==> config.mk <==
export PLATFORM = sky130hd
export DESIGN_NAME = div64_prep
export DESIGN_NICKNAME = d
export VERILOG_FILES = /design/src/rtl/divide_64bit_signed_unsigned_top_defines.svh /design/src/rtl/div64_pkg.sv /design/src/rtl/div64_prep.sv
export SDC_FILE = /design/constraint.sdc
export NUM_CORES = 1
export LEC_CHECK = 0
export ABC_AREA = 1
export ABC_CLOCK_PERIOD_IN_PS = 7620
export BUFFER_PORTS_ARGS = -buffer_cell sky130_fd_sc_hd__buf_2
export CAP_MARGIN = 20
export CORE_MARGIN = 4
export CORE_UTILIZATION = 50
export CTS_BUF_LIST = sky130_fd_sc_hd__clkbuf_8
export DETAILED_ROUTE_END_ITERATION = 10
export PLACE_DENSITY = 0.77
export RECOVER_POWER = 100
export SETUP_SLACK_MARGIN = 0.2
export SYNTH_ARGS = -nofsm -noshare
export SYNTH_HDL_FRONTEND = slang
export SYNTH_SLANG_ARGS = --single-unit
==> constraint.sdc <==
create_clock -name clk -period 7.62 [get_ports clk]
set_input_delay 0.381 -clock clk [delete_from_list [all_inputs] [get_ports clk]]
set_output_delay 0.381 -clock clk [all_outputs]
set_load 0.005 [all_outputs]
==> src/rtl/divide_64bit_signed_unsigned_top_defines.svh <==
// Assertion macros for the pipelined restoring divider.
// Used by divide_64bit_signed_unsigned_top; needs clk and rst_n in scope.
`ifndef DIVIDE_64BIT_SIGNED_UNSIGNED_TOP_DEFINES_SVH
`define DIVIDE_64BIT_SIGNED_UNSIGNED_TOP_DEFINES_SVH

`ifndef SYNTHESIS

// same-cycle implication, sampled on clk, off during reset
`define D64_ASSERT_IMP(lbl, ante, cons) \
    lbl: assert property (@(posedge clk) disable iff (!rst_n) (ante) |-> (cons)) \
        else $error("divider assertion failed");

// next-cycle implication, sampled on clk, off during reset
`define D64_ASSERT_NXT(lbl, ante, cons) \
    lbl: assert property (@(posedge clk) disable iff (!rst_n) (ante) |=> (cons)) \
        else $error("divider assertion failed");

`else

`define D64_ASSERT_IMP(lbl, ante, cons)
`define D64_ASSERT_NXT(lbl, ante, cons)

`endif

`endif

==> src/rtl/div64_pkg.sv <==
// Package for the pipelined restoring divider: widths, command codes,
// item and pipeline stage types. No dependencies.
`timescale 1ns / 1ps

package div64_pkg;

    // working width of the division, 8 to 64
    localparam int unsigned DATA_WIDTH = 64;
    // width of the item fields on the ports
    localparam int unsigned IO_WIDTH   = 64;

    // command codes
    localparam logic CMD_UNSIGNED = 1'b0;
    localparam logic CMD_SIGNED   = 1'b1;

    // input item
    typedef struct packed {
        logic [IO_WIDTH-1:0] dividend;
        logic [IO_WIDTH-1:0] divisor;
        logic                command;
    } op_t;

    // result item
    typedef struct packed {
        logic [IO_WIDTH-1:0] quotient;
        logic [IO_WIDTH-1:0] remainder;
        logic                divide_by_zero;
    } res_t;

    // state handed from cell to cell
    typedef struct packed {
        logic [DATA_WIDTH-1:0] rem;    // partial remainder
        logic [DATA_WIDTH-1:0] quo;    // dividend bits shifting out, quotient bits in
        logic [DATA_WIDTH-1:0] den;    // divisor magnitude
        logic                  neg_q;  // negate quotient at the end
        logic                  neg_r;  // negate remainder at the end
        logic                  dz;     // divisor was zero
    } stage_t;

endpackage

==> src/rtl/div64_prep.sv <==
// Input stage of the divider: takes magnitudes in signed mode, flags a
// zero divisor and loads the first cell state. Depends on div64_pkg.
`timescale 1ns / 1ps

module div64_prep (
    input  logic              clk,
    input  logic              rst_n,
    input  logic              up_valid,
    output logic              up_stall,
    input  div64_pkg::op_t    up,
    output logic              dn_valid,
    input  logic              dn_stall,
    output div64_pkg::stage_t dn
);
    import div64_pkg::*;

    logic [DATA_WIDTH-1:0] num;
    logic [DATA_WIDTH-1:0] den;
    logic                  signed_mode;
    logic                  num_neg;
    logic                  den_neg;
    stage_t                prep_next;
    logic                  valid_reg;
    stage_t                data_reg;

    // operand magnitudes and sign fixups
    always_comb
    begin
        num         = up.dividend[DATA_WIDTH-1:0];
        den         = up.divisor[DATA_WIDTH-1:0];
        signed_mode = (up.command == CMD_SIGNED);
        num_neg     = signed_mode && num[DATA_WIDTH-1];
        den_neg     = signed_mode && den[DATA_WIDTH-1];
        prep_next.rem   = '0;
        prep_next.quo   = num_neg ? (~num + 1'b1) : num;
        prep_next.den   = den_neg ? (~den + 1'b1) : den;
        prep_next.neg_q = num_neg ^ den_neg;
        prep_next.neg_r = num_neg;
        prep_next.dz    = (den == '0);
    end

    // stage holds while its item waits downstream
    assign up_stall = valid_reg && dn_stall;

    always_ff @(posedge clk or negedge rst_n)
    begin
        if (!rst_n)
        begin
            valid_reg <= 1'b0;
        end
        else if (!up_stall)
        begin
            valid_reg <= up_valid;
        end
    end

    always_ff @(posedge clk)
    begin
        if (!up_stall && up_valid)
        begin
            data_reg <= prep_next;
        end
    end

    assign dn_valid = valid_reg;
    assign dn       = data_reg;

endmodule

After elaboration in Yosys (flattened, before gate mapping)
Cells that the tools add are included.

word-level totals
  output and inout bits = 197
  logic and storage cells = 19
  register bits after elaboration = 132
  bits of input ports = 133

cells by class
  bitwise gates (word level) = 3
  muxes and demuxes = 2
  reduce and logical (&&, ||, !) cells = 6
  add/sub/neg operators = 2

operators by type and width
  kind                     number
  $add A64 B1 Y64 const B  2
  $mux W64                 2
  $not A64 Y64             2
  $logic_not A64 Y1        1
  $logic_and A1 B1 Y1      4
  $logic_not A1 Y1         1
  $xor A1 B1 Y1            1

Depth between registers and ports, before layout
  word-level depth = 3
  mapped depth = 11
  gate-level depth less buffers = 11

Least setup slack after synthesis
No wires, ideal clock.

  kind = register to register
  start = register valid_reg, in the netlist dn_valid
  end = register data_reg, in the netlist dn[0], enable pin
  stages on the path, launching flop included = 4
  data required time = 6.996 ns
  path buffers = 0
  slack = 1.007 ns
  clock period less this slack = 6.613 ns
  arrival = 5.988 ns
  setup time = 0.624 ns
  cell sequence = dfrtp_1 > nand2_1 > inv_1 > nor2_1

on the way
  longest elaborated chain between the ends = 3

ends and longest elaborated chain
  element                 line              source
  start, declared         div64_prep.sv:23  logic valid_reg;
  start signal, assigned  div64_prep.sv:53  valid_reg <= up_valid;
  $logic_and A1 B1 Y1     div64_prep.sv:43  assign up_stall = valid_reg && dn_stall;
  net up_stall            div64_prep.sv:9   output logic up_stall,
  $logic_not A1 Y1        div64_prep.sv:59  if (!up_stall && up_valid)
  $logic_and A1 B1 Y1     div64_prep.sv:59
  end signal, assigned    div64_prep.sv:61  data_reg <= prep_next;
  end, declared           div64_prep.sv:24  stage_t data_reg;

The timed path passes the listed nets, and every way through them passes these cells.
A chain may end at the register's enable or synchronous reset.

==> metrics.txt <==
CP endpoint kind flop; Hold Crit Class in -> reg; worst skew pair latency 0.46 ns; startpoint types primary input; Die Y 143 um; status complete, but fails checks; Seq cells post-synth 132; worst slew pin tran 2.65 ns; Root Driver clkbuf_8; Pre-antenna DRT Iters 5; static leakage between 4 and 5 nW; violated checks capacitance limit, slew limit; Mapped Avg Cell Area 7.86 um2; DRC viols 0; DR vias 8,910; Placed Area 10,400 um2; most frequent cells in the layout 341 x nand2_1, 196 x nor2_1, 170 x buf_2; initial core utilization 51.7%; CP Max Fanout 55; Final ANT Viol Nets 0; Logic pwr share 19.5%; core area about 18,000 um2; Pins Over Slew Limit 164; share of layout cells above drive strength 1 around 16%; Die W around 140 um; H-tree Lvls 4; # setup viols final 0; post-route clock skew 0.0149 ns; dpl ws 5.00 ns; I/O Buffers 265; CTS tree built; cts hold-fix bufs 1; Pwr Density 178 nW/um2; Mapped Cells 1,152; site row count 48; hpwl dp 25.5 mm; DRT Wirelength 31.3 mm; switch share 29.5%; largest net degree at the start of global routing 86; Critical Path AT 4.70 ns; Max Clock Freq roughly 220 MHz; most common cell after layout, fill and taps aside nand2_1; crit path time final 4.51 ns; synthesis-to-layout area growth 15.0%; sequential share of the synthesized area 43.7%; Final GP Congestion 0.976; VDD IR max 104 uV; Detailed Route Iter0 Violations slightly below 1,000; io pins 330; Worst Path Required 7.81 ns; post_cts resized 0; WL per Instance 18.8 um; total track usage 29.9%; Die Area ~20,000 um2; nets around 1,600; Syn. warnings 0; initial antenna violation count 0; clock-pin slew on the worst setup and hold paths approximately 0.08 ns; unrepaired setup endpoints after global routing false; post-CTS setup buffer count 0; Final Power 1.85 mW; WHS 0.117 ns; global route overflow 0; Slew HR -76.8%; setup ws final 3.11 ns; cell-internal power 1.30 mW; part of the cycle the worst path needs 59.2%; via count of the first global-routing pass 8,162; sw power 0.546 mW; Final Hold Fails 0; first-pass GRT wire length 46.1 mm; cell area after synthesis just over 9000 um2; clock sink count between 100 and 150; Fillers 1,746; Flop pwr share 48.2%; Ant. Diodes 0; crit path kind in -> reg; CTS buffer count 17; synth unique cells 38; Final Cell Area ~10,000 um2; Setup TNS 0 ns; Clk pwr share 32.3%; clk buf depth 2; Max Cap Violations 3; vias per std cell 5.35
per-layer routing:
layer	up-vias	share of wire, %	GRT usage (%)
met2	572	44	46.2
met1	4125	43	44.0
met3	55	10	4.64
met5	-	0	0
met4	0	2.2	8.15
li1	4158	-	-
through the flow:
step | util, % | std cells
final | 59.4 | 1664
after global placement | 59.0 | 1630
after detailed placement | 59.0 | 1630
after global routing | 59.4 | 1664
after CTS | 61.3 | 1663
after floorplan | - | 1215
worst paths after layout:
check	start	to	slack, ns	depth (start not counted)
min reg2reg	dn_valid	dn_valid	0.52	2
max reg2reg	dn_valid	dn[88]	3.74	6
max	up[0]	dn[129]	3.11	9
min in group asynchronous	rst_n	dn_valid	0.24	2
max in group asynchronous	rst_n	dn_valid	7.27	2
min	up[1]	dn[3]	0.12	1
cell families (layout without fill, tap and decap cells):
logic type / count (synthesis) / in the layout / share of synthesized area (%)
AOI/OAI and AO/OA: 54 / 54 / 3.65
adders and majority gates: 2 / 2 / 0.276
buffers and inverters: 190 / 414 / 11.0
DFF: 132 / 132 / 43.7
xor gates and xnor gates: 67 / 67 / 6.56
other: 1 / 64 / 0.0414
and+or+nand+nor: 706 / 706 / 34.8
power by group through the flow:
stage          clock [mW]  sequential (mW)  combinational (mW)
3_3_place_gp            0            0.907               0.369
4_1_cts             0.603            0.891               0.376
2_1_floorplan           0            0.917               0.217
3_5_place_dp            0            0.906               0.375
6_report            0.598            0.892               0.360
5_1_grt             0.636            0.896               0.397
critical path, stage by stage:
cell and delay (ns):
clkbuf_1 0.12, nand2_1 0.57, clkinvlp_2 1.67, o21ai_0 0.77
nand3_1 0.44, nor2_1 0.50, nand2_1 0.09, nand2_1 0.07
nand2_1 0.06
cell type report:
type	instances	area (um2)	share of cell area, %
Timing Repair Buffer	269	1250	12.0
Multi-Input combinational cell	893	4120	39.5
Clock inverter	12	114	1.09
Clock buffer	20	275	2.64
Sequential cell	132	3960	38.0
Tap cell	225	282	2.70
Inverter	113	425	4.08
cells in the mapped netlist, drive strengths merged:
cell / count / share of area (%)
buf: 76 / 6.3
clkbuf: 1 / 0.041
ha: 2 / 0.28
o211ai: 1 / 0.083
xor2: 39 / 3.9
o21ai: 42 / 2.9
a21oi: 8 / 0.44
nand3b: 6 / 0.50
nand2: 344 / 15
inv: 113 / 4.7
conb: 1 / 0.041
a21boi: 1 / 0.083
nor2: 213 / 11
xnor2: 28 / 2.7
a31oi: 2 / 0.14
nand4: 25 / 1.7
edfxtp: 131 / 43
or2: 2 / 0.14
dfrtp: 1 / 0.28
nand3: 110 / 6.4
and2: 1 / 0.069
nor3: 5 / 0.28
state kept, by name (all words and copies together), names as in the netlist:
signal,count
dn_valid,1
dn,131
Power figures use the tool's default switching activity.
