### config.mk
export PLATFORM = sky130hd
export DESIGN_NAME = div64_cell
export DESIGN_NICKNAME = d
export VERILOG_FILES = /design/src/rtl/divide_64bit_signed_unsigned_top_defines.svh /design/src/rtl/div64_pkg.sv /design/src/rtl/div64_cell.sv
export SDC_FILE = /design/constraint.sdc
export NUM_CORES = 1
export LEC_CHECK = 0
export ABC_AREA = 1
export BUFFER_PORTS_ARGS = -buffer_cell sky130_fd_sc_hd__buf_2
export CORE_ASPECT_RATIO = 2
export CORE_MARGIN = 2
export CORE_UTILIZATION = 57
export CTS_CLUSTER_SIZE = 24
export DETAILED_ROUTE_END_ITERATION = 8
export GPL_ROUTABILITY_DRIVEN = 1
export PLACE_DENSITY = 0.92
export RECOVER_POWER = 50
export SKIP_LAST_GASP = 1
export SLEW_MARGIN = 40
export SYNTH_ARGS = -nofsm -noshare
export SYNTH_HDL_FRONTEND = slang
export SYNTH_SLANG_ARGS = --single-unit
### constraint.sdc
create_clock -name clk -period 21.8 [get_ports clk]
set_input_delay 3.27 -clock clk [delete_from_list [all_inputs] [get_ports clk]]
set_output_delay 3.27 -clock clk [all_outputs]
set_load 0.02 [all_outputs]
### src/rtl/divide_64bit_signed_unsigned_top_defines.svh
// Assertion macros for the pipelined restoring divider.
// Used by divide_64bit_signed_unsigned_top; needs clk and rst_n in scope.
`ifndef DIVIDE_64BIT_SIGNED_UNSIGNED_TOP_DEFINES_SVH
`define DIVIDE_64BIT_SIGNED_UNSIGNED_TOP_DEFINES_SVH

`ifndef SYNTHESIS

// same-cycle implication, sampled on clk, off during reset
`define D64_ASSERT_IMP(lbl, ante, cons) \
    lbl: assert property (@(posedge clk) disable iff (!rst_n) (ante) |-> (cons)) \
        else $error("divider assertion failed");

// next-cycle implication, sampled on clk, off during reset
`define D64_ASSERT_NXT(lbl, ante, cons) \
    lbl: assert property (@(posedge clk) disable iff (!rst_n) (ante) |=> (cons)) \
        else $error("divider assertion failed");

`else

`define D64_ASSERT_IMP(lbl, ante, cons)
`define D64_ASSERT_NXT(lbl, ante, cons)

`endif

`endif

### src/rtl/div64_pkg.sv
// Package for the pipelined restoring divider: widths, command codes,
// item and pipeline stage types. No dependencies.
`timescale 1ns / 1ps

package div64_pkg;

    // working width of the division, 8 to 64
    localparam int unsigned DATA_WIDTH = 64;
    // width of the item fields on the ports
    localparam int unsigned IO_WIDTH   = 64;

    // command codes
    localparam logic CMD_UNSIGNED = 1'b0;
    localparam logic CMD_SIGNED   = 1'b1;

    // input item
    typedef struct packed {
        logic [IO_WIDTH-1:0] dividend;
        logic [IO_WIDTH-1:0] divisor;
        logic                command;
    } op_t;

    // result item
    typedef struct packed {
        logic [IO_WIDTH-1:0] quotient;
        logic [IO_WIDTH-1:0] remainder;
        logic                divide_by_zero;
    } res_t;

    // state handed from cell to cell
    typedef struct packed {
        logic [DATA_WIDTH-1:0] rem;    // partial remainder
        logic [DATA_WIDTH-1:0] quo;    // dividend bits shifting out, quotient bits in
        logic [DATA_WIDTH-1:0] den;    // divisor magnitude
        logic                  neg_q;  // negate quotient at the end
        logic                  neg_r;  // negate remainder at the end
        logic                  dz;     // divisor was zero
    } stage_t;

endpackage

### src/rtl/div64_cell.sv
// One restoring division step with its pipeline register; a row of these
// makes the divider. Depends on div64_pkg.
`timescale 1ns / 1ps

module div64_cell (
    input  logic              clk,
    input  logic              rst_n,
    input  logic              up_valid,
    output logic              up_stall,
    input  div64_pkg::stage_t up,
    output logic              dn_valid,
    input  logic              dn_stall,
    output div64_pkg::stage_t dn
);
    import div64_pkg::*;

    logic                  carry;
    logic [DATA_WIDTH-1:0] shifted;
    logic [DATA_WIDTH:0]   diff;
    logic                  ge;
    stage_t                step;
    logic                  valid_reg;
    stage_t                data_reg;

    // shift in next dividend bit, trial subtract, keep or restore
    always_comb
    begin
        carry     = up.rem[DATA_WIDTH-1];
        shifted   = {up.rem[DATA_WIDTH-2:0], up.quo[DATA_WIDTH-1]};
        diff      = {carry, shifted} - {1'b0, up.den};
        ge        = ~diff[DATA_WIDTH];
        step      = up;
        step.rem  = ge ? diff[DATA_WIDTH-1:0] : shifted;
        step.quo  = {up.quo[DATA_WIDTH-2:0], ge};
    end

    // stage holds while its item waits downstream
    assign up_stall = valid_reg && dn_stall;

    always_ff @(posedge clk or negedge rst_n)
    begin
        if (!rst_n)
        begin
            valid_reg <= 1'b0;
        end
        else if (!up_stall)
        begin
            valid_reg <= up_valid;
        end
    end

    always_ff @(posedge clk)
    begin
        if (!up_stall && up_valid)
        begin
            data_reg <= step;
        end
    end

    assign dn_valid = valid_reg;
    assign dn       = data_reg;

endmodule

# Word-level counts from Yosys, hierarchy flattened
# Index checks and enable logic that the tools add are counted.
word_totals:
  regBits: 196
  input_bits: 199
  output_inout_bits: 197
  word_cells: 13
classes:
  addsub: 1
  mux: 1
  bitwise: 1
  n_reduce_logical: 3
op_table:
  columns: ["op", "count"]
  rows:
  - ["$sub 65x64->65", 1]
  - ["$mux 64", 1]
  - ["$logic_and 1x1->1", 2]
  - ["$logic_not 1->1", 1]
  - ["$not 1->1", 1]

# Logic depth before layout (Yosys ltp)
depth:
  depth_word: 3
  depth_mapped: 20
  depth_no_buf: 18

# Worst setup path before layout
# OpenSTA, ideal clock, no wires.
synth_path:
  path_kind: "in2reg"
  start: "in dn_stall"
  end: "reg data_reg (netlist bit dn[0]) (enable)"
  setup_time_ns: 0.754
  t_arrival_ns: 11.551
  required_time_ns: 21.046
  slack_ns: 9.495
  path_stages: 3
  n_path_buf: 0
  cell_sequence: "nand2_1 > inv_1 > nor2_1"
synth_between:
  elab_chain_len: 3
synth_rtl:
  columns: ["item", "line_no", "text"]
  rows:
  - ["from (decl)", "div64_cell.sv:12", "input logic dn_stall,"]
  - ["$logic_and 1x1->1", "div64_cell.sv:38", "assign up_stall = valid_reg && dn_stall;"]
  - ["net up_stall", "div64_cell.sv:9", "output logic up_stall,"]
  - ["$logic_not 1->1", "div64_cell.sv:54", "if (!up_stall && up_valid)"]
  - ["$logic_and 1x1->1", "div64_cell.sv:54", null]
  - ["to (signal assigned)", "div64_cell.sv:56", "data_reg <= step;"]
  - ["to (decl)", "div64_cell.sv:23", "stage_t data_reg;"]
# The timed path passes the listed nets, and every way through them passes these cells.
# A chain may end at the register's enable or synchronous reset.

# Worst setup path after layout
layout_path:
  start: "in dn_stall"
  end: "out up_stall"
layout_between:
  elab_chain_len: 1
layout_rtl:
  columns: ["item", "line_no"]
  rows:
  - ["$logic_and 1x1->1", "div64_cell.sv:38"]
  - ["to (decl)", "div64_cell.sv:9"]
# Every way passes these cells.

==> metrics <==
status=finished clean; Starting DRT DRC Count=1339; crit-path max cell delay=230 ps; # nets final=2480; gr ovfl total=0; I/O pin count=396; P per Cell Area=70.0 mW/mm²; Slew Viols, Final=0; FF-to-FF path depth=4; total vias in the final route=13600; Pre-Repair DR Iteration Count=9; Routed Antenna Nets=0; gpl congestion=1.06; Synth Net Count=2076; area grow syn2layout=19.4%; Compound-Gate Fraction of Synth Area=2.51%; TritonCTS clock tree=yes; Buf/Inv on CP=3; row count=78; Max Freq=142 MHz; Clock power frac=28.9%; endpoints failing hold=0; first-pass GRT wire length=74500 µm; post-synthesis register bit count=196; Leak=0.00852 µW; cell family with most CP delay=buffers and inverters; die footprint=0.0244 mm²; design area=0.0157 mm²; dpl hpwl=41500 µm; die height=219 µm; Mapped Cells=1812; Core Box Area=0.0226 mm²; CP Max Fanout=2; CTS root buf=clkbuf_16; min Tclk post-route=7020 ps; Min-Delay Endpoint=dn_valid; crit share post-route=32.2%; worst path cell trace=buf_2 > nand2_1 > inv_1 > buf_2; via density per instance=5.43; clock slew at reported path FFs=70 ps; Cell Area, Placed=0.0154 mm²; R2R Path Start=dn_valid; cell area after synthesis=0.0131 mm²; r2r endpoint=dn[67]; CTS Buf Count=17; max_cap viols=0; port bufs=395; TNS Setup=0 ps; hold buffer count at cts=0; mux cell area share after synthesis=0%; min-delay worst type=reg -> reg; Crit path top cell by count=buf_2; Synth cell types=32; r2r setup slk=19280 ps; hold depth=2; critical path class=in -> out; Die Wd=111 µm; Pint=700 µW; Starting Density=58.1%; CP required=18530 ps; xor and xnor area share after synthesis=2.06%; Synth Area in Adders=6.24%; synth warn=0; Crit path arrival time=3750 ps; Comb power frac=29.2%; share of layout cells above drive strength 1=12.1%; sequential power share=41.9%; largest family of logic cells by synthesized area=simple AND/OR/NAND/NOR gates; Max IR drop VDD=0.0922 mV; # setup viols final=0; Total Routed Length=51800 µm; Worst-Margin Slew=1290 ps; routed len/inst=20.6 µm; skew final=8.44 ps; initial antenna violation count=4; clock latency on the worst-skew pair=480 ps; sequential area share after synthesis=44.7%; Slowest-stage cell, CP=buf_2; DRC=0; Relative slew margins=13.9%; simple-gate share of the synthesized area=32.0%; min-delay src=dn_valid; Crit. End Element=output pin; largest net degree at the start of global routing=92; post-CTS setup buffer count=0; Sink Count=196; overall routing resource usage=41.7%; switching power=399 µW; vias in the first global route=13400; post-CTS sizing=0; H-Tree Depth=4; RSZ-0062 raised after global routing=no; Startpoint Class=input pin; CTS Buffer Depth=2; Avg Synthesized Cell Area=7.26 µm²; Net Sw Frac=36.3%
## tightest hold or removal path, delay by kind of cell (launching register included)
family           cells  cell delay (ps)
and+or+nand+nor      2              150
DFF                  1              350
## metrics by stage
step                power [µW]  util (%)  setup slack [ps]  hold WS, ps  cells
finish                    1100      69.4             14780          535   2512
global route              1130      69.4             14770          569   2511
CTS                       1090      70.5             14730          548   2507
detailed placement         784      67.9             14730          530   2476
global placement           771      67.9             14780          486   2476
floorplan                  671         -              9490          600   1812
## sequential cells by signal (all words and copies together) (netlist names)
name and count:
dn 195, dn_valid 1
## routing by layer
metal,vias up,global-route usage [%],wire (µm)
met5,-,0,0
met4,0,37.4,5550
met3,274,7.73,3830
met2,931,77.4,27000
met1,6062,37.6,15400
li1,6366,-,-
## layout make-up
cell class	instances	area [µm²]
antenna	4	10.0
clock buffer	17	425
clock inverter	14	145
fill	1851	6940
inverter	398	1490
multi-input combinational	1205	5650
sequential	196	5880
tap	280	350
timing repair buffer	398	1750
## power groups by stage
| stage | Combinational, µW | Clock, µW | Sequential [µW] |
|---|---|---|---|
| finish | 321 | 317 | 460 |
| global route | 345 | 327 | 462 |
| CTS | 320 | 314 | 460 |
| detailed placement | 317 | 0 | 467 |
| global placement | 305 | 0 | 466 |
| floorplan | 165 | 0 | 507 |
## synthesized netlist by cell type
master | count | area share (%)
xnor2_1 | 1 | 0.067
xor2_1 | 30 | 2.0
nand4_1 | 18 | 0.86
nor2_4 | 1 | 0.086
edfxtp_1 | 195 | 45
fa_1 | 1 | 0.15
dfrtp_1 | 1 | 0.19
nor2_1 | 104 | 3.0
nor4_2 | 1 | 0.095
buf_4 | 1 | 0.057
buf_8 | 2 | 0.23
ha_1 | 64 | 6.1
nand3b_1 | 1 | 0.057
buf_2 | 6 | 0.23
nand2_1 | 796 | 23
buf_12 | 3 | 0.46
a21oi_1 | 51 | 1.9
o21ai_0 | 3 | 0.11
nor2_2 | 7 | 0.33
nor4_1 | 3 | 0.14
and3_1 | 2 | 0.095
buf_6 | 1 | 0.086
inv_1 | 393 | 11
clkinv_1 | 1 | 0.029
or2_2 | 1 | 0.048
inv_2 | 4 | 0.11
nor3_1 | 12 | 0.46
or2_1 | 1 | 0.048
o21bai_1 | 8 | 0.46
nand2_2 | 29 | 1.4
nand3_1 | 70 | 2.7
nand2_4 | 1 | 0.086
## cells by family (layout without fill, tap and decap cells)
group | after synthesis | after routing
and+or+nand+nor | 1047 | 1047
buffers and inverters | 411 | 827
DFF | 196 | 196
adders and majority gates | 65 | 65
AOI/OAI and AO/OA | 62 | 62
xor gates and xnor gates | 31 | 31
other | 0 | 4
## worst max path at each step
stage	startpoint	end	slack, ps	cells after the start
after floorplan	dn_stall	dn[0]	9490	3
after global routing	dn_stall	up_stall	14770	4
after global placement	dn_stall	up_stall	14780	4
after CTS	dn_stall	up_stall	14730	4
final	dn_stall	up_stall	14780	4
after detailed placement	dn_stall	up_stall	14730	4
## cell usage in the layout (no fill, tap or decap), drive strengths merged
master  netlist  routed
a21oi        51      51
and3          2       2
buf          13     197
bufinv        0       1
clkbuf        0     218
clkinv        1       8
dfrtp         1       1
diode         0       4
edfxtp      195     195
fa            1       1
ha           64      64
inv         397     403
nand2       826     826
nand3        70      70
nand3b        1       1
nand4        18      18
nor2        112     112
nor3         12      12
nor4          4       4
o21ai         3       3
o21bai        8       8
or2           2       2
xnor2         1       1
xor2         30      30
No activity file was read; power rests on OpenSTA's default activity.
