==> src/rtl/divide_64bit_signed_unsigned_top_defines.svh <==
// Assertion macros for the pipelined restoring divider.
// Used by divide_64bit_signed_unsigned_top; needs clk and rst_n in scope.
`ifndef DIVIDE_64BIT_SIGNED_UNSIGNED_TOP_DEFINES_SVH
`define DIVIDE_64BIT_SIGNED_UNSIGNED_TOP_DEFINES_SVH

`ifndef SYNTHESIS

// same-cycle implication, sampled on clk, off during reset
`define D64_ASSERT_IMP(lbl, ante, cons) \
    lbl: assert property (@(posedge clk) disable iff (!rst_n) (ante) |-> (cons)) \
        else $error("divider assertion failed");

// next-cycle implication, sampled on clk, off during reset
`define D64_ASSERT_NXT(lbl, ante, cons) \
    lbl: assert property (@(posedge clk) disable iff (!rst_n) (ante) |=> (cons)) \
        else $error("divider assertion failed");

`else

`define D64_ASSERT_IMP(lbl, ante, cons)
`define D64_ASSERT_NXT(lbl, ante, cons)

`endif

`endif

==> src/rtl/div64_pkg.sv <==
// Package for the pipelined restoring divider: widths, command codes,
// item and pipeline stage types. No dependencies.
`timescale 1ns / 1ps

package div64_pkg;

    // working width of the division, 8 to 64
    localparam int unsigned DATA_WIDTH = 64;
    // width of the item fields on the ports
    localparam int unsigned IO_WIDTH   = 64;

    // command codes
    localparam logic CMD_UNSIGNED = 1'b0;
    localparam logic CMD_SIGNED   = 1'b1;

    // input item
    typedef struct packed {
        logic [IO_WIDTH-1:0] dividend;
        logic [IO_WIDTH-1:0] divisor;
        logic                command;
    } op_t;

    // result item
    typedef struct packed {
        logic [IO_WIDTH-1:0] quotient;
        logic [IO_WIDTH-1:0] remainder;
        logic                divide_by_zero;
    } res_t;

    // state handed from cell to cell
    typedef struct packed {
        logic [DATA_WIDTH-1:0] rem;    // partial remainder
        logic [DATA_WIDTH-1:0] quo;    // dividend bits shifting out, quotient bits in
        logic [DATA_WIDTH-1:0] den;    // divisor magnitude
        logic                  neg_q;  // negate quotient at the end
        logic                  neg_r;  // negate remainder at the end
        logic                  dz;     // divisor was zero
    } stage_t;

endpackage

==> src/rtl/div64_post.sv <==
// Output stage of the divider: restores result signs, forces zeros on a
// zero divisor and holds the result item. Depends on div64_pkg.
`timescale 1ns / 1ps

module div64_post (
    input  logic              clk,
    input  logic              rst_n,
    input  logic              up_valid,
    output logic              up_stall,
    input  div64_pkg::stage_t up,
    output logic              dn_valid,
    input  logic              dn_stall,
    output div64_pkg::res_t   dn
);
    import div64_pkg::*;

    logic [DATA_WIDTH-1:0] quo_fix;
    logic [DATA_WIDTH-1:0] rem_fix;
    res_t                  res_next;
    logic                  valid_reg;
    res_t                  data_reg;

    // sign correction and zero divisor override
    always_comb
    begin
        quo_fix = up.neg_q ? (~up.quo + 1'b1) : up.quo;
        rem_fix = up.neg_r ? (~up.rem + 1'b1) : up.rem;
        res_next.quotient       = up.dz ? '0 : IO_WIDTH'(quo_fix);
        res_next.remainder      = up.dz ? '0 : IO_WIDTH'(rem_fix);
        res_next.divide_by_zero = up.dz;
    end

    // result register holds while the item is stalled
    assign up_stall = valid_reg && dn_stall;

    always_ff @(posedge clk or negedge rst_n)
    begin
        if (!rst_n)
        begin
            valid_reg <= 1'b0;
        end
        else if (!up_stall)
        begin
            valid_reg <= up_valid;
        end
    end

    always_ff @(posedge clk)
    begin
        if (!up_stall && up_valid)
        begin
            data_reg <= res_next;
        end
    end

    assign dn_valid = valid_reg;
    assign dn       = data_reg;

endmodule

==> config.mk <==
export PLATFORM = sky130hd
export DESIGN_NAME = div64_post
export DESIGN_NICKNAME = d
export VERILOG_FILES = /design/src/rtl/divide_64bit_signed_unsigned_top_defines.svh /design/src/rtl/div64_pkg.sv /design/src/rtl/div64_post.sv
export SDC_FILE = /design/constraint.sdc
export NUM_CORES = 1
export LEC_CHECK = 0
export ABC_AREA = 1
export BUFFER_PORTS_ARGS = -buffer_cell sky130_fd_sc_hd__buf_2
export CORE_MARGIN = 8
export CORE_UTILIZATION = 46
export DETAILED_ROUTE_END_ITERATION = 8
export PLACE_DENSITY = 0.78
export SLEW_MARGIN = 20
export SYNTH_ARGS = -nofsm -noshare
export SYNTH_HDL_FRONTEND = slang
export SYNTH_SLANG_ARGS = --single-unit
==> constraint.sdc <==
create_clock -name clk -period 6.75 [get_ports clk]
set_input_delay 0 -clock clk [delete_from_list [all_inputs] [get_ports clk]]
set_output_delay 0 -clock clk [all_outputs]
set_load 0.03 [all_outputs]
[Word level (Yosys, flattened, before mapping)]
Index checks and enable logic that the tools add are counted.
Storage, ports and cells
  flip-flop bits (word level): 130
  input bits: 199
  word-level logic and storage cells: 13
Cells by class
  add/subtract/negate cells: 2
  multiplexer cells: 2
  bitwise logic cells: 2
  reduce and logical (&&, ||, !) cells: 3
Operators with widths (number)
  $add 64x1->64 const B: 2
  $mux 64: 2
  $not 64->64: 2
  $logic_and 1x1->1: 2
  $logic_not 1->1: 1

[Depth between registers and ports, before layout]
  word-level depth: 3
  mapped depth: 12
  mapped depth without buffers: 12

[Worst setup path after synthesis]
No wires, ideal clock.
  kind: register -> register
  from: register valid_reg (netlist: dn_valid)
  to: register data_reg, in the netlist dn[0] (enable)
  setup time: 0.619 ns
  arrival: 6.152 ns
  data required time: 6.131 ns
  setup slack: -0.021 ns
  cell stages (with the launch flop): 4
  path buffers: 0
  period minus slack after synthesis: 6.771 ns
  cells stage by stage: dfrtp_1 nand2_1 inv_1 nor2_1
Between the ends
  word-level cells in the longest chain between the ends: 3
RTL lines
  start, declared: line div64_post.sv:20  | logic valid_reg;
  start signal, assigned: line div64_post.sv:44  | valid_reg <= up_valid;
  $logic_and 1x1->1: line div64_post.sv:34  | assign up_stall = valid_reg && dn_stall;
  named net up_stall: line div64_post.sv:9  | output logic up_stall,
  $logic_not 1->1: line div64_post.sv:50  | if (!up_stall && up_valid)
  $logic_and 1x1->1: line div64_post.sv:50
  end signal, assigned: line div64_post.sv:52  | data_reg <= res_next;
  end, declared: line div64_post.sv:21  | res_t data_reg;
The timed path passes the listed nets, and every way through them passes these cells.
A chain may end at the register's enable or synchronous reset.

[Worst setup path in the final report]
  from: register valid_reg (netlist: dn_valid)
  to: register data_reg, in the netlist dn[42] (enable)
Between the ends
  word-level cells in the longest chain between the ends: 3
RTL lines (line)
  $logic_and 1x1->1: div64_post.sv:34
  $logic_not 1->1: div64_post.sv:50
  $logic_and 1x1->1: div64_post.sv:50
No other way between the ends.

==> summary.md <==
| Metric | Value |
|---|---|
| Global-route wire length before repair | `roughly 48 mm` |
| CP max FO | `65` |
| Ant diodes | `0` |
| Number of hold violations in the final report | `0` |
| Switch Pwr | `approximately 0.72 mW` |
| Flop-to-flop setup slack | `4230 ps` |
| Post-synth cell types | `35` |
| RSZ-0062 raised after global routing | `no` |
| DP HPWL | `23.1 mm` |
| Antenna violations before repair | `1` |
| Worst VDD drop | `between 150 and 200 uV` |
| Critical path endpoint category | `flip-flop` |
| Yosys warning count | `0` |
| Drt total wl | `31.0 mm` |
| Synthesized area | `~8900 sq um` |
| RD Place Congestion | `0.971` |
| Seq pwr share | `40.1%` |
| Status | `completed` |
| GRT Util Overall | `between 20% and 30%` |
| Post-CTS setup repair buffer count | `0` |
| Die area | `around 24000 sq um` |
| Post-synthesis sequential area ratio | `43.7%` |
| R2r worst-path depth | `5` |
| Skew final | `9.43 ps` |
| CTS tree | `built` |
| Internal | `1.69 mW` |
| Logic pwr share | `20.9%` |
| Post-synthesis area per instance | `roughly 7.2 sq um` |
| Clock network power share | `roughly two fifths` |
| Antenna-violating nets left | `0` |
| Total congestion overflow | `0` |
| Crit path DAT | `roughly 2600 ps` |
| Via count | `approximately 10000` |
| Clk Latency, worst-skew pair | `roughly 420 ps` |
| Synth Register Bits | `130` |
| Endpoint, Worst Hold | `dn[82]` |
| Slew Viols, Final | `0` |
| Hold Path Origin | `up[84]` |
| CTS max path bufs | `2` |
| Clock sinks | `130` |
| Avg Vias per Cell | `about 5.2` |
| Timing-limited maximum frequency | `roughly 400 MHz` |
| Commonest non-fill, non-tap cell in the layout | `nor2_1` |
| Iteration-0 DRC Markers | `just under 800` |
| DRT Pass-1 Iters | `6` |
| Drt drc | `0` |
| Input/output buffers | `around 270` |
| Share of layout cells above drive strength 1 | `roughly 23%` |
| Pwr dens | `about 200 nW/um^2` |
| Critical path startpoint category | `flip-flop` |
| Root buf cell | `clkbuf_16` |
| Min-Delay Path Class | `input port to flip-flop` |
| Most frequent cells in the layout | `305 x nor2_1, 292 x nand2_1, 265 x buf_2` |
| Cells after Synth | `around 1200` |
| Core Box Area | `just under 20000 sq um` |
| Initial Util | `between 40% and 50%` |
| Syn nets | `between 1000 and 1500` |
| WL/cell | `between 15 and 20 um` |
| Critical path class | `flip-flop to flip-flop` |
| Layout Nets | `1800` |
| Worst slew pin tran | `a little over 900 ps` |
| CTS H-tree depth | `4` |
| Fin crit period | `2520 ps` |
| Number of global-route vias before repair | `9317` |
| Fin crit share | `between 30% and 40%` |
| Width of the die | `155 um` |
| Die Ht | `155 um` |
| Top-Level Pins | `330` |
| Max-Cap Viols | `0` |
| Setup_tns | `0 ps` |
| Post-route core utilization | `between 60 and 70%` |
| Slew headroom | `between 30% and 40%` |
| Area Growth Syn to Fin | `34.6%` |
| Rows | `between 50 and 60` |
| Final setup viols | `0` |
| Worst R2R End | `dn[42]` |
| FF-to-FF Start | `dn_valid` |
| Launch point of the worst path | `dn_valid` |
| Worst hold path depth | `3` |
| Pre-CTS setup slack | `around 4200 ps` |
| Final worst slack | `roughly 4200 ps` |
| LEAKAGE | `5.34 nW` |
| Sw frac | `~30%` |
| Largest net degree at the start of global routing | `between 60 and 70` |
| Clock transition at path regs | `around 60 ps` |
| Fillcell total | `~1700` |
| Worst Path Required | `6790 ps` |
| Num CTS Buffers | `17` |
[layer usage]
metal / global-route usage (%) / up-vias / part of all wire (%)
met5: 0 / - / 0.036
met4: 12.7 / 2 / 4.2
met1: 28.5 / 4317 / 37
met3: 6.10 / 78 / 9.6
li1: - / 4810 / -
met2: 44.0 / 502 / 49
[kinds of logic after synthesis]
family | share of synthesized area [%]
and+or+nand+nor | 38.4
DFF | 43.7
adders and majority gates | 0.280
AOI/OAI and AO/OA | 11.1
buffers and inverters | 6.49
[worst max-delay path, stage by stage, from the launching register on]
cell     delay [ps]
dfrtp_1         380
nand2_1          90
inv_1            80
nor2_4           70
buf_4           600
buf_4           740
[flip-flops by register name, indices dropped and copies added, names as in the netlist]
signal	flops
dn	129
dn_valid	1
[power groups by stage]
stage	sequential, mW	clock (mW)	combinational (mW)
CTS	0.966	0.954	0.501
floorplan	1.09	0	0.189
detailed placement	0.982	0	0.455
global placement	0.980	0	0.448
finish	0.967	0.939	0.505
global route	0.971	0.982	0.549
[per-stage QoR]
stage	power (mW)	hold slack, ps	instance area [sq um]	instances
after floorplan	1.28	-296	8930	1245
after global placement	1.43	-225	10500	1752
after detailed placement	1.44	-218	10500	1752
after CTS	2.42	0.308	12000	1877
after global routing	2.50	13.2	12000	1877
final	2.41	15.0	12000	1877
[area by class of cell]
type,count,area [sq um],area share [%]
Multi-Input combinational cell,970,4450,37.1
Sequential cell,130,3900,32.5
Timing Repair Buffer,363,2290,19.1
Inverter,117,439,3.66
Clock buffer,18,429,3.57
Tap cell,265,332,2.76
Clock inverter,14,165,1.37
[synth_stat cells]
cell type / count / area share, %
inv_1: 113 / 4.8
clkbuf_1: 11 / 0.46
nand4_1: 13 / 0.91
nand3_2: 5 / 0.56
nand3b_4: 1 / 0.22
nand2_1: 292 / 12
dfrtp_1: 1 / 0.28
o21a_1: 3 / 0.25
nand3b_1: 2 / 0.17
nor3_1: 18 / 1.0
nor3b_1: 1 / 0.084
o21ai_2: 3 / 0.29
nand2_4: 3 / 0.38
buf_6: 2 / 0.25
buf_2: 10 / 0.56
nand3_1: 88 / 4.9
a21oi_1: 97 / 5.4
clkinv_1: 1 / 0.042
nor2_1: 306 / 13
nand3_4: 1 / 0.20
and3_1: 3 / 0.21
o21ai_0: 74 / 4.2
edfxtp_1: 129 / 43
buf_4: 2 / 0.17
buf_1: 3 / 0.13
o21ai_1: 5 / 0.28
o21ai_4: 4 / 0.73
inv_2: 3 / 0.13
ha_1: 2 / 0.28
nor2_4: 12 / 1.5
and2_1: 5 / 0.35
nor2_2: 10 / 0.70
nor3b_2: 2 / 0.28
nand2_2: 18 / 1.3
nor2_8: 2 / 0.45
[repair_timing]
item,CTS,global route
resized for setup,0,0
hold buffers,93,0
endpoints found under the hold margin,91,0
[worst max-delay path by stage]
| stage | slack, ps | end | depth (start not counted) |
|---|---|---|---|
| 2_1_floorplan | 2160 | dn[0] | 3 |
| 3_3_place_gp | 4330 | dn[17] | 5 |
| 3_5_place_dp | 4250 | dn[21] | 5 |
| 4_1_cts | 4250 | dn[19] | 5 |
| 5_1_grt | 4080 | dn[42] | 5 |
| 6_report | 4230 | dn[42] | 5 |
Note: power is estimated with default switching activity, not from simulation.
